==> src/hdl/framed_packet_receiver_defines.svh <==
// Assertion macros shared by the framed packet receiver RTL.
// Expects clk and rst_n in the scope of each use; no other dependencies.
`ifndef FRAMED_PACKET_RECEIVER_DEFINES_SVH
`define FRAMED_PACKET_RECEIVER_DEFINES_SVH

// same-cycle implication, disabled during reset
`define FPR_ASSERT_IMP(lbl, ante, cons, msg) \
  lbl: assert property (@(posedge clk) disable iff (!rst_n) (ante) |-> (cons)) \
    else $error(msg);

// next-cycle implication, disabled during reset
`define FPR_ASSERT_NXT(lbl, ante, cons, msg) \
  lbl: assert property (@(posedge clk) disable iff (!rst_n) (ante) |=> (cons)) \
    else $error(msg);

`endif

==> src/hdl/fpr_pkg.sv <==
// Package for the framed packet receiver: phase and event codes, config indexes,
// config and result structs. No dependencies.
package fpr_pkg;

  localparam int unsigned PhaseW = 4;
  localparam int unsigned EventW = 3;
  localparam int unsigned CfgIdxW = 3;

  localparam logic [PhaseW-1:0] PH_HUNT1 = 4'd0;
  localparam logic [PhaseW-1:0] PH_HUNT2 = 4'd1;
  localparam logic [PhaseW-1:0] PH_ID    = 4'd2;
  localparam logic [PhaseW-1:0] PH_LENLO = 4'd3;
  localparam logic [PhaseW-1:0] PH_LENHI = 4'd4;
  localparam logic [PhaseW-1:0] PH_CMD   = 4'd5;
  localparam logic [PhaseW-1:0] PH_DATA  = 4'd6;
  localparam logic [PhaseW-1:0] PH_SUMLO = 4'd7;
  localparam logic [PhaseW-1:0] PH_SUMHI = 4'd8;
  localparam logic [PhaseW-1:0] PH_END1  = 4'd9;
  localparam logic [PhaseW-1:0] PH_END2  = 4'd10;

  localparam logic [EventW-1:0] EV_NONE = 3'd0;
  localparam logic [EventW-1:0] EV_DATA = 3'd1;
  localparam logic [EventW-1:0] EV_GOOD = 3'd2;
  localparam logic [EventW-1:0] EV_BAD  = 3'd3;
  localparam logic [EventW-1:0] EV_WAKE = 3'd4;

  localparam logic [CfgIdxW-1:0] CFG_START_FIRST  = 3'd0;
  localparam logic [CfgIdxW-1:0] CFG_START_SECOND = 3'd1;
  localparam logic [CfgIdxW-1:0] CFG_END_FIRST    = 3'd2;
  localparam logic [CfgIdxW-1:0] CFG_END_SECOND   = 3'd3;
  localparam logic [CfgIdxW-1:0] CFG_WAKE_BYTE    = 3'd4;
  localparam logic [CfgIdxW-1:0] CFG_WAKE_LIMIT   = 3'd5;

  localparam logic [7:0] RST_START_FIRST  = 8'hAB;
  localparam logic [7:0] RST_START_SECOND = 8'hCD;
  localparam logic [7:0] RST_END_FIRST    = 8'h0A;
  localparam logic [7:0] RST_END_SECOND   = 8'h0D;
  localparam logic [7:0] RST_WAKE_BYTE    = 8'h80;
  localparam logic [7:0] RST_WAKE_LIMIT   = 8'd5;

  localparam logic [15:0] HDR_LEN = 16'd3;

  typedef struct packed {
    logic [7:0] start_first;
    logic [7:0] start_second;
    logic [7:0] end_first;
    logic [7:0] end_second;
    logic [7:0] wake_byte;
    logic [7:0] wake_limit;
  } fpr_cfg_t;

  typedef struct packed {
    logic [EventW-1:0] event_res;
    logic [7:0]        payload_value;
    logic [15:0]       payload_index;
    logic [7:0]        packet_id;
    logic [7:0]        command;
    logic [15:0]       payload_length;
  } fpr_res_t;

endpackage

==> src/hdl/fpr_cfg_regs.sv <==
// Configuration register file for the framed packet receiver.
// Depends on fpr_pkg.
module fpr_cfg_regs
  import fpr_pkg::*;
(
  input  logic               clk,
  input  logic               rst_n,
  input  logic               wr_en,
  input  logic [CfgIdxW-1:0] wr_index,
  input  logic [7:0]         wr_data,
  output fpr_cfg_t           cfg
);

  fpr_cfg_t cfg_r;
  fpr_cfg_t cfg_nxt;

  always_comb begin
    cfg_nxt = cfg_r;
    if (wr_en) begin
      unique case (wr_index)
        CFG_START_FIRST:  cfg_nxt.start_first  = wr_data;
        CFG_START_SECOND: cfg_nxt.start_second = wr_data;
        CFG_END_FIRST:    cfg_nxt.end_first    = wr_data;
        CFG_END_SECOND:   cfg_nxt.end_second   = wr_data;
        CFG_WAKE_BYTE:    cfg_nxt.wake_byte    = wr_data;
        CFG_WAKE_LIMIT:   cfg_nxt.wake_limit   = wr_data;
        default:          cfg_nxt = cfg_r;
      endcase
    end
  end

  always_ff @(posedge clk) begin
    if (!rst_n) begin
      cfg_r.start_first  <= RST_START_FIRST;
      cfg_r.start_second <= RST_START_SECOND;
      cfg_r.end_first    <= RST_END_FIRST;
      cfg_r.end_second   <= RST_END_SECOND;
      cfg_r.wake_byte    <= RST_WAKE_BYTE;
      cfg_r.wake_limit   <= RST_WAKE_LIMIT;
    end else begin
      cfg_r <= cfg_nxt;
    end
  end

  assign cfg = cfg_r;

endmodule

==> src/hdl/fpr_parser.sv <==
// Frame parser: phase state machine, header/sum/count registers and the
// per-byte result logic. Depends on fpr_pkg.
module fpr_parser
  import fpr_pkg::*;
(
  input  logic       clk,
  input  logic       rst_n,
  input  logic       step,
  input  logic [7:0] rx_byte,
  input  fpr_cfg_t   cfg,
  output fpr_res_t   res
);

  logic [PhaseW-1:0] phase_r, phase_nxt;
  logic [7:0]        id_r, id_nxt;
  logic [7:0]        len_lo_r, len_lo_nxt;
  logic [15:0]       body_len_r, body_len_nxt;
  logic [7:0]        cmd_r, cmd_nxt;
  logic [15:0]       sum_r, sum_nxt;
  logic [15:0]       count_r, count_nxt;
  logic [7:0]        probe_r, probe_nxt;

  logic [15:0]       sum_add;
  logic [15:0]       count_inc;
  logic [15:0]       len_full;
  logic [EventW-1:0] ev;
  logic              frame_ev;

  assign sum_add   = sum_r + {8'd0, rx_byte};
  assign count_inc = count_r + 16'd1;
  assign len_full  = {rx_byte, len_lo_r};

  always_comb begin
    phase_nxt    = phase_r;
    id_nxt       = id_r;
    len_lo_nxt   = len_lo_r;
    body_len_nxt = body_len_r;
    cmd_nxt      = cmd_r;
    sum_nxt      = sum_r;
    count_nxt    = count_r;
    probe_nxt    = probe_r;
    ev           = EV_NONE;
    unique case (phase_r)
      PH_HUNT1: begin
        if (rx_byte == cfg.start_first) begin
          probe_nxt = 8'd0;
          phase_nxt = PH_HUNT2;
        end else if (rx_byte == cfg.wake_byte) begin
          if (probe_r > cfg.wake_limit) begin
            ev = EV_WAKE;
          end
          if (probe_r != 8'hFF) begin
            probe_nxt = probe_r + 8'd1;
          end
        end
      end
      PH_HUNT2: begin
        phase_nxt = (rx_byte == cfg.start_second) ? PH_ID : PH_HUNT1;
      end
      PH_ID: begin
        id_nxt    = rx_byte;
        sum_nxt   = {8'd0, rx_byte};
        count_nxt = 16'd0;
        phase_nxt = PH_LENLO;
      end
      PH_LENLO: begin
        len_lo_nxt = rx_byte;
        sum_nxt    = sum_add;
        phase_nxt  = PH_LENHI;
      end
      PH_LENHI: begin
        body_len_nxt = (len_full > HDR_LEN) ? (len_full - HDR_LEN) : 16'd0;
        sum_nxt      = sum_add;
        phase_nxt    = PH_CMD;
      end
      PH_CMD: begin
        cmd_nxt   = rx_byte;
        sum_nxt   = sum_add;
        count_nxt = 16'd0;
        phase_nxt = (body_len_r != 16'd0) ? PH_DATA : PH_SUMLO;
      end
      PH_DATA: begin
        ev        = EV_DATA;
        sum_nxt   = sum_add;
        count_nxt = count_inc;
        if (count_inc >= body_len_r) begin
          phase_nxt = PH_SUMLO;
        end
      end
      PH_SUMLO: begin
        if (rx_byte == sum_r[7:0]) begin
          phase_nxt = PH_SUMHI;
        end else begin
          ev        = EV_BAD;
          phase_nxt = PH_HUNT1;
        end
      end
      PH_SUMHI: begin
        if (rx_byte == sum_r[15:8]) begin
          phase_nxt = PH_END1;
        end else begin
          ev        = EV_BAD;
          phase_nxt = PH_HUNT1;
        end
      end
      PH_END1: begin
        if (rx_byte == cfg.end_first) begin
          phase_nxt = PH_END2;
        end else begin
          ev        = EV_BAD;
          phase_nxt = PH_HUNT1;
        end
      end
      PH_END2: begin
        ev        = (rx_byte == cfg.end_second) ? EV_GOOD : EV_BAD;
        phase_nxt = PH_HUNT1;
      end
      default: begin
        phase_nxt = PH_HUNT1;
      end
    endcase
  end

  assign frame_ev = (ev == EV_DATA) || (ev == EV_GOOD) || (ev == EV_BAD);

  always_comb begin
    res.event_res      = ev;
    res.payload_value  = (ev == EV_DATA) ? rx_byte : 8'd0;
    res.payload_index  = (ev == EV_DATA) ? count_r : 16'd0;
    res.packet_id      = frame_ev ? id_r : 8'd0;
    res.command        = frame_ev ? cmd_r : 8'd0;
    res.payload_length = frame_ev ? body_len_r : 16'd0;
  end

  always_ff @(posedge clk) begin
    if (!rst_n) begin
      phase_r    <= PH_HUNT1;
      id_r       <= 8'd0;
      len_lo_r   <= 8'd0;
      body_len_r <= 16'd0;
      cmd_r      <= 8'd0;
      sum_r      <= 16'd0;
      count_r    <= 16'd0;
      probe_r    <= 8'd0;
    end else if (step) begin
      phase_r    <= phase_nxt;
      id_r       <= id_nxt;
      len_lo_r   <= len_lo_nxt;
      body_len_r <= body_len_nxt;
      cmd_r      <= cmd_nxt;
      sum_r      <= sum_nxt;
      count_r    <= count_nxt;
      probe_r    <= probe_nxt;
    end
  end

endmodule

==> src/hdl/framed_packet_receiver.sv <==
// Framed packet receiver, top level: input register, parser, result register.
// Depends on fpr_pkg, fpr_cfg_regs, fpr_parser, framed_packet_receiver_defines.svh.
//
// Takes one received byte per transfer and returns exactly one result per byte
// (event none, payload byte, frame good, frame bad or wake request), in order.
// Throughput is one byte per clock while the output is not stalled. A byte's result
// is presented on out_valid after the byte has passed the input register, the
// combinational parser step and the result register. Both sides may stall freely.
// Config writes are taken every cycle (cfg_ready is always high) and must only be
// issued while idle; indexes 6 and 7 are ignored. Config resets to start 0xAB 0xCD,
// end 0x0A 0x0D, wake byte 0x80, wake limit 5.
`include "framed_packet_receiver_defines.svh"

module framed_packet_receiver
  import fpr_pkg::*;
(
  input  logic               clk,
  input  logic               rst_n,
  input  logic               in_valid,
  output logic               in_ready,
  input  logic [7:0]         in_byte,
  output logic               out_valid,
  input  logic               out_ready,
  output logic [EventW-1:0]  out_event_res,
  output logic [7:0]         out_payload_value,
  output logic [15:0]        out_payload_index,
  output logic [7:0]         out_packet_id,
  output logic [7:0]         out_command,
  output logic [15:0]        out_payload_length,
  input  logic               cfg_valid,
  output logic               cfg_ready,
  input  logic [CfgIdxW-1:0] cfg_index,
  input  logic [7:0]         cfg_data
);

  fpr_cfg_t cfg;
  fpr_res_t res;
  fpr_res_t res_r;

  logic       in_vld_r;
  logic [7:0] in_byte_r;
  logic       out_vld_r;
  logic       adv;

  assign cfg_ready = 1'b1;

  fpr_cfg_regs u_cfg (
    .clk      (clk),
    .rst_n    (rst_n),
    .wr_en    (cfg_valid),
    .wr_index (cfg_index),
    .wr_data  (cfg_data),
    .cfg      (cfg)
  );

  assign adv      = in_vld_r && (!out_vld_r || out_ready);
  assign in_ready = !in_vld_r || adv;

  always_ff @(posedge clk) begin
    if (!rst_n) begin
      in_vld_r <= 1'b0;
    end else if (in_ready) begin
      in_vld_r <= in_valid;
    end
  end

  always_ff @(posedge clk) begin
    if (in_valid && in_ready) begin
      in_byte_r <= in_byte;
    end
  end

  fpr_parser u_parser (
    .clk     (clk),
    .rst_n   (rst_n),
    .step    (adv),
    .rx_byte (in_byte_r),
    .cfg     (cfg),
    .res     (res)
  );

  always_ff @(posedge clk) begin
    if (!rst_n) begin
      out_vld_r <= 1'b0;
    end else if (!out_vld_r || out_ready) begin
      out_vld_r <= adv;
    end
  end

  always_ff @(posedge clk) begin
    if (adv) begin
      res_r <= res;
    end
  end

  assign out_valid          = out_vld_r;
  assign out_event_res      = res_r.event_res;
  assign out_payload_value  = res_r.payload_value;
  assign out_payload_index  = res_r.payload_index;
  assign out_packet_id      = res_r.packet_id;
  assign out_command        = res_r.command;
  assign out_payload_length = res_r.payload_length;

  `FPR_ASSERT_IMP(a_no_frame_fields, out_vld_r && (res_r.event_res == EV_NONE || res_r.event_res == EV_WAKE), res_r.packet_id == 8'd0 && res_r.command == 8'd0 && res_r.payload_length == 16'd0, "frame fields set on non-frame event")
  `FPR_ASSERT_IMP(a_no_payload_fields, out_vld_r && res_r.event_res != EV_DATA, res_r.payload_value == 8'd0 && res_r.payload_index == 16'd0, "payload fields set on non-data event")
  `FPR_ASSERT_NXT(a_in_reg_holds, in_vld_r && !adv, in_vld_r && $stable(in_byte_r), "input register lost a stalled byte")

endmodule
==> config.mk <==
export PLATFORM = sky130hd
export DESIGN_NAME = framed_packet_receiver
export DESIGN_NICKNAME = d
export VERILOG_FILES = /design/src/hdl/fpr_pkg.sv /design/src/hdl/fpr_cfg_regs.sv /design/src/hdl/fpr_parser.sv /design/src/hdl/framed_packet_receiver.sv
export VERILOG_INCLUDE_DIRS = /design/src /design/src/hdl
export SDC_FILE = /design/constraint.sdc
export NUM_CORES = 1
export LEC_CHECK = 0
export ABC_AREA = 1
export BUFFER_PORTS_ARGS = -buffer_cell sky130_fd_sc_hd__buf_2
export CORE_MARGIN = 3
export CORE_UTILIZATION = 37
export CTS_CLUSTER_SIZE = 25
export DETAILED_ROUTE_END_ITERATION = 10
export PLACE_DENSITY = 0.63
export SKIP_CTS_REPAIR_TIMING = 1
export SLEW_MARGIN = 5
export SYNTH_ARGS = -nofsm -noshare
export SYNTH_HDL_FRONTEND = slang
export SYNTH_SLANG_ARGS = --single-unit
==> constraint.sdc <==
create_clock -name clk -period 7.46 [get_ports clk]
set_clock_uncertainty 0.1 [all_clocks]
set_input_delay 0.373 -clock clk [delete_from_list [all_inputs] [get_ports clk]]
set_output_delay 0.373 -clock clk [all_outputs]
set_load 0.05 [all_outputs]
==> metrics <==
Placer Congestion 0.9017; worst path cell trace ha_1 > nand2_1 > nor2_2 > nand3_1 > nor2_1 > nand2_1 > nor2_2 > nand3_1 > and2_1 > ha_1 > nand2_1 > nor2_1 > nor3b_1 > nand2_1 > nand4_1 > nand3_1 > nand2_1 > nor2_1; Site Rows 60; HPWL Detailed 17,400 um; Total Routing Usage GR 16.58%; sequential-to-total area share from yosys stat 46.13%; FF+latch count, synth 201; synth unique cells 46; Tcrit/Tclk final 41.53%; # placed instances between 1,500 and 2,000; Total Wirelength roughly 25,000 um; Setup Crit Path Kind reg2reg; synthesized instance count 1,313; DR DRC count 0; RSZ-0062 raised after global routing no; vias after detailed routing 8,520; vias in the first global route roughly 7,900; die height 171.9 um; final std cells w/o fill 1,748; TritonRoute pass-1 iters 5; Setup TNS 0 ns; TritonCTS clock tree done; Core Region between 0.02 and 0.03 mm^2; vias per inst slightly below 5; Starting Density about 38%; Iteration-0 DRC Markers 598; first-pass GRT wire length between 40,000 and 50,000 um; Final Cell Area 0.01162 mm^2; CP Max Fanout 7; Slew HR 43.38%; Fin. Hold Viols 0; CP most frequent cell nand2_1; total grt overflow 0; Mapped Area about 0.010 mm^2; largest net degree at the start of global routing 88; Critical Path RT 7.75 ns; Ports 86; Num Clock Sinks 201; CP bufs+invs 0; Pwr Total 2.533 mW; clock transition at the registers of the reported paths 0.06 ns; Crit. End Element flip-flop; Synth top area share 26.36%; Buffers on Ports 84; syn_nets 1,373; Clk Tree Root Cell clkbuf_16; Critical Path AT 3.39 ns; clock buffer count from CTS 23; share of layout cells above drive strength 1 12.15%; power density cells about 220 mW/mm^2; status completed; CP top delay family simple AND/OR/NAND/NOR gates; Worst Setup Start Kind flip-flop; slowest CP cell dfxtp_1; Final Setup Violations 0; max-cap violation count 0; worst skew pair latency 0.51 ns; dominant cells by area after synthesis dfxtp_1, edfxtp_1, nand2_1, inv_1, nor2_1; fin nets 1,451; Die Area 0.02953 mm^2; Syn. warnings 0; worst-margin pin slew roughly 0.85 ns; Slew Limit Fails 0; area leader, netlist dfxtp_1; worst reg2reg setup slack 4.36 ns; WL per Instance 14.27 um; area delta synth->final 14.15%; HP Class in2reg; post-route minimum period 3.098 ns; DRT antenna net count 0; Lkg Pwr 5.147 nW; peak supply drop 0.1392 mV; initial antenna violation count 0; Die W 171.9 um; H-tree levels 1; Antenna diodes 0; syn avg cell area 7.751 um^2; CTS Buffer Depth 3; critical path's largest stage delay 0.41 ns; DP Area between 0.01 and 0.015 mm^2; Fmax 322.8 MHz
[path summary, 6_finish.rpt]
check | to | startpoint | cells past startpoint
setup / recovery | u_parser.phase_r[1]$_SDFFE_PN0P_ | u_parser.count_r[0]$_SDFFE_PN0P_ | 18
hold / removal | out_valid$_SDFFE_PN0P_ | out_ready | 4
setup reg to reg | u_parser.phase_r[1]$_SDFFE_PN0P_ | u_parser.count_r[0]$_SDFFE_PN0P_ | 18
hold reg to reg | u_cfg.cfg[17]$_SDFFE_PN0P_ | u_cfg.cfg[17]$_SDFFE_PN0P_ | 2
[placed cells by master, fill, tap and decap left out, types with 2 or more instances in the layout]
cell type / n
clkbuf_1: 2
clkinv_2: 6
buf_2: 84
nand4_1: 16
dlygate4sd3_1: 8
clkbuf_16: 24
clkinv_1: 7
nand2_1: 311
nor2_1: 149
nor2_2: 10
nand2_2: 6
o211ai_1: 10
edfxtp_1: 67
inv_2: 19
nand3_1: 71
nand2_4: 2
o22ai_1: 2
dfxtp_1: 134
o21ai_1: 5
ha_1: 35
xor2_1: 22
a31oi_1: 2
buf_4: 3
inv_1: 160
bufinv_16: 2
nor3b_1: 2
clkbuf_8: 2
or2_2: 2
a21oi_1: 104
o21bai_1: 4
nor3_2: 3
o21ai_0: 71
xnor2_1: 34
nor4_1: 2
nor3_1: 10
[tightest hold or removal path: stages]
cell	delay, ns
buf_2	0.08
inv_1	0.05
nand2_2	0.06
a21oi_1	0.06
[synth_stat cells (all sizes together)]
master and instances:
nand4 17, nor2 160, a31oi 2, clkinv 4, o22ai 2, and3 1
fa 1, a211oi 1, o21ai 76, nor3b 2, and2 1, ha 35
edfxtp 67, o21bai 4, dfxtp 134, nor3 14, conb 1, nor4 2
nand2 319, xnor2 34, o211ai 10, nand3 72, buf 24, clkbuf 18
inv 179, a21o 1, o31ai 1, a21oi 106, or2 3, xor2 22
[per-layer routing]
metal	up-vias	global-route usage [%]	wire length, um
met1	3865	23.32	11840
met3	54	2.126	1246
met5	-	0	0
met2	232	26.53	11150
met4	0	5.623	704
li1	4369	-	-
[kinds of logic after synthesis]
kind of cell / synth area share (%)
AND/OR/NAND/NOR: 24.59
buffers and inverters: 9.331
AO/OA/AOI/OAI: 10.60
flip-flops: 46.13
XOR/XNOR: 4.819
adder cells (fa/ha/maj): 4.500
other: 0.03685
[cell type report]
class,count,area [um^2]
Multi-Input combinational cell,887,4533
Inverter,183,686.9
Clock inverter,12,110.1
Timing Repair Buffer,95,523.0
Sequential cell,201,4695
Tap cell,341,426.7
Clock buffer,29,643.1
Fill cell,2714,15410
[where the power goes]
group | internal [mW] | total, mW | switching (mW)
sequential | 1.16 | 1.19 | 0.0268
combinational | 0.0642 | 0.230 | 0.166
clock | 0.677 | 1.11 | 0.438
total | 1.90 | 2.53 | 0.631
[per-stage QoR]
stage | utilization, % | setup slack, ns | hold slack, ns
2_1_floorplan | - | 4.392 | 0.3353
3_3_place_gp | 39.90 | 4.459 | 0.3543
3_5_place_dp | 39.90 | 4.381 | 0.3611
4_1_cts | 42.69 | 4.363 | -0.08088
5_1_grt | 42.99 | 4.008 | 0.08963
6_report | 42.99 | 4.362 | 0.07326
[state kept, by name, indices dropped and copies added (netlist names), 16 cells and up]
signal and cells:
out_payload_length 16, u_cfg.cfg 48, out_payload_index 16, u_parser.sum_r 16
u_parser.count_r 16, u_parser.body_len_r 16
No activity file was read; power rests on OpenSTA's default activity.
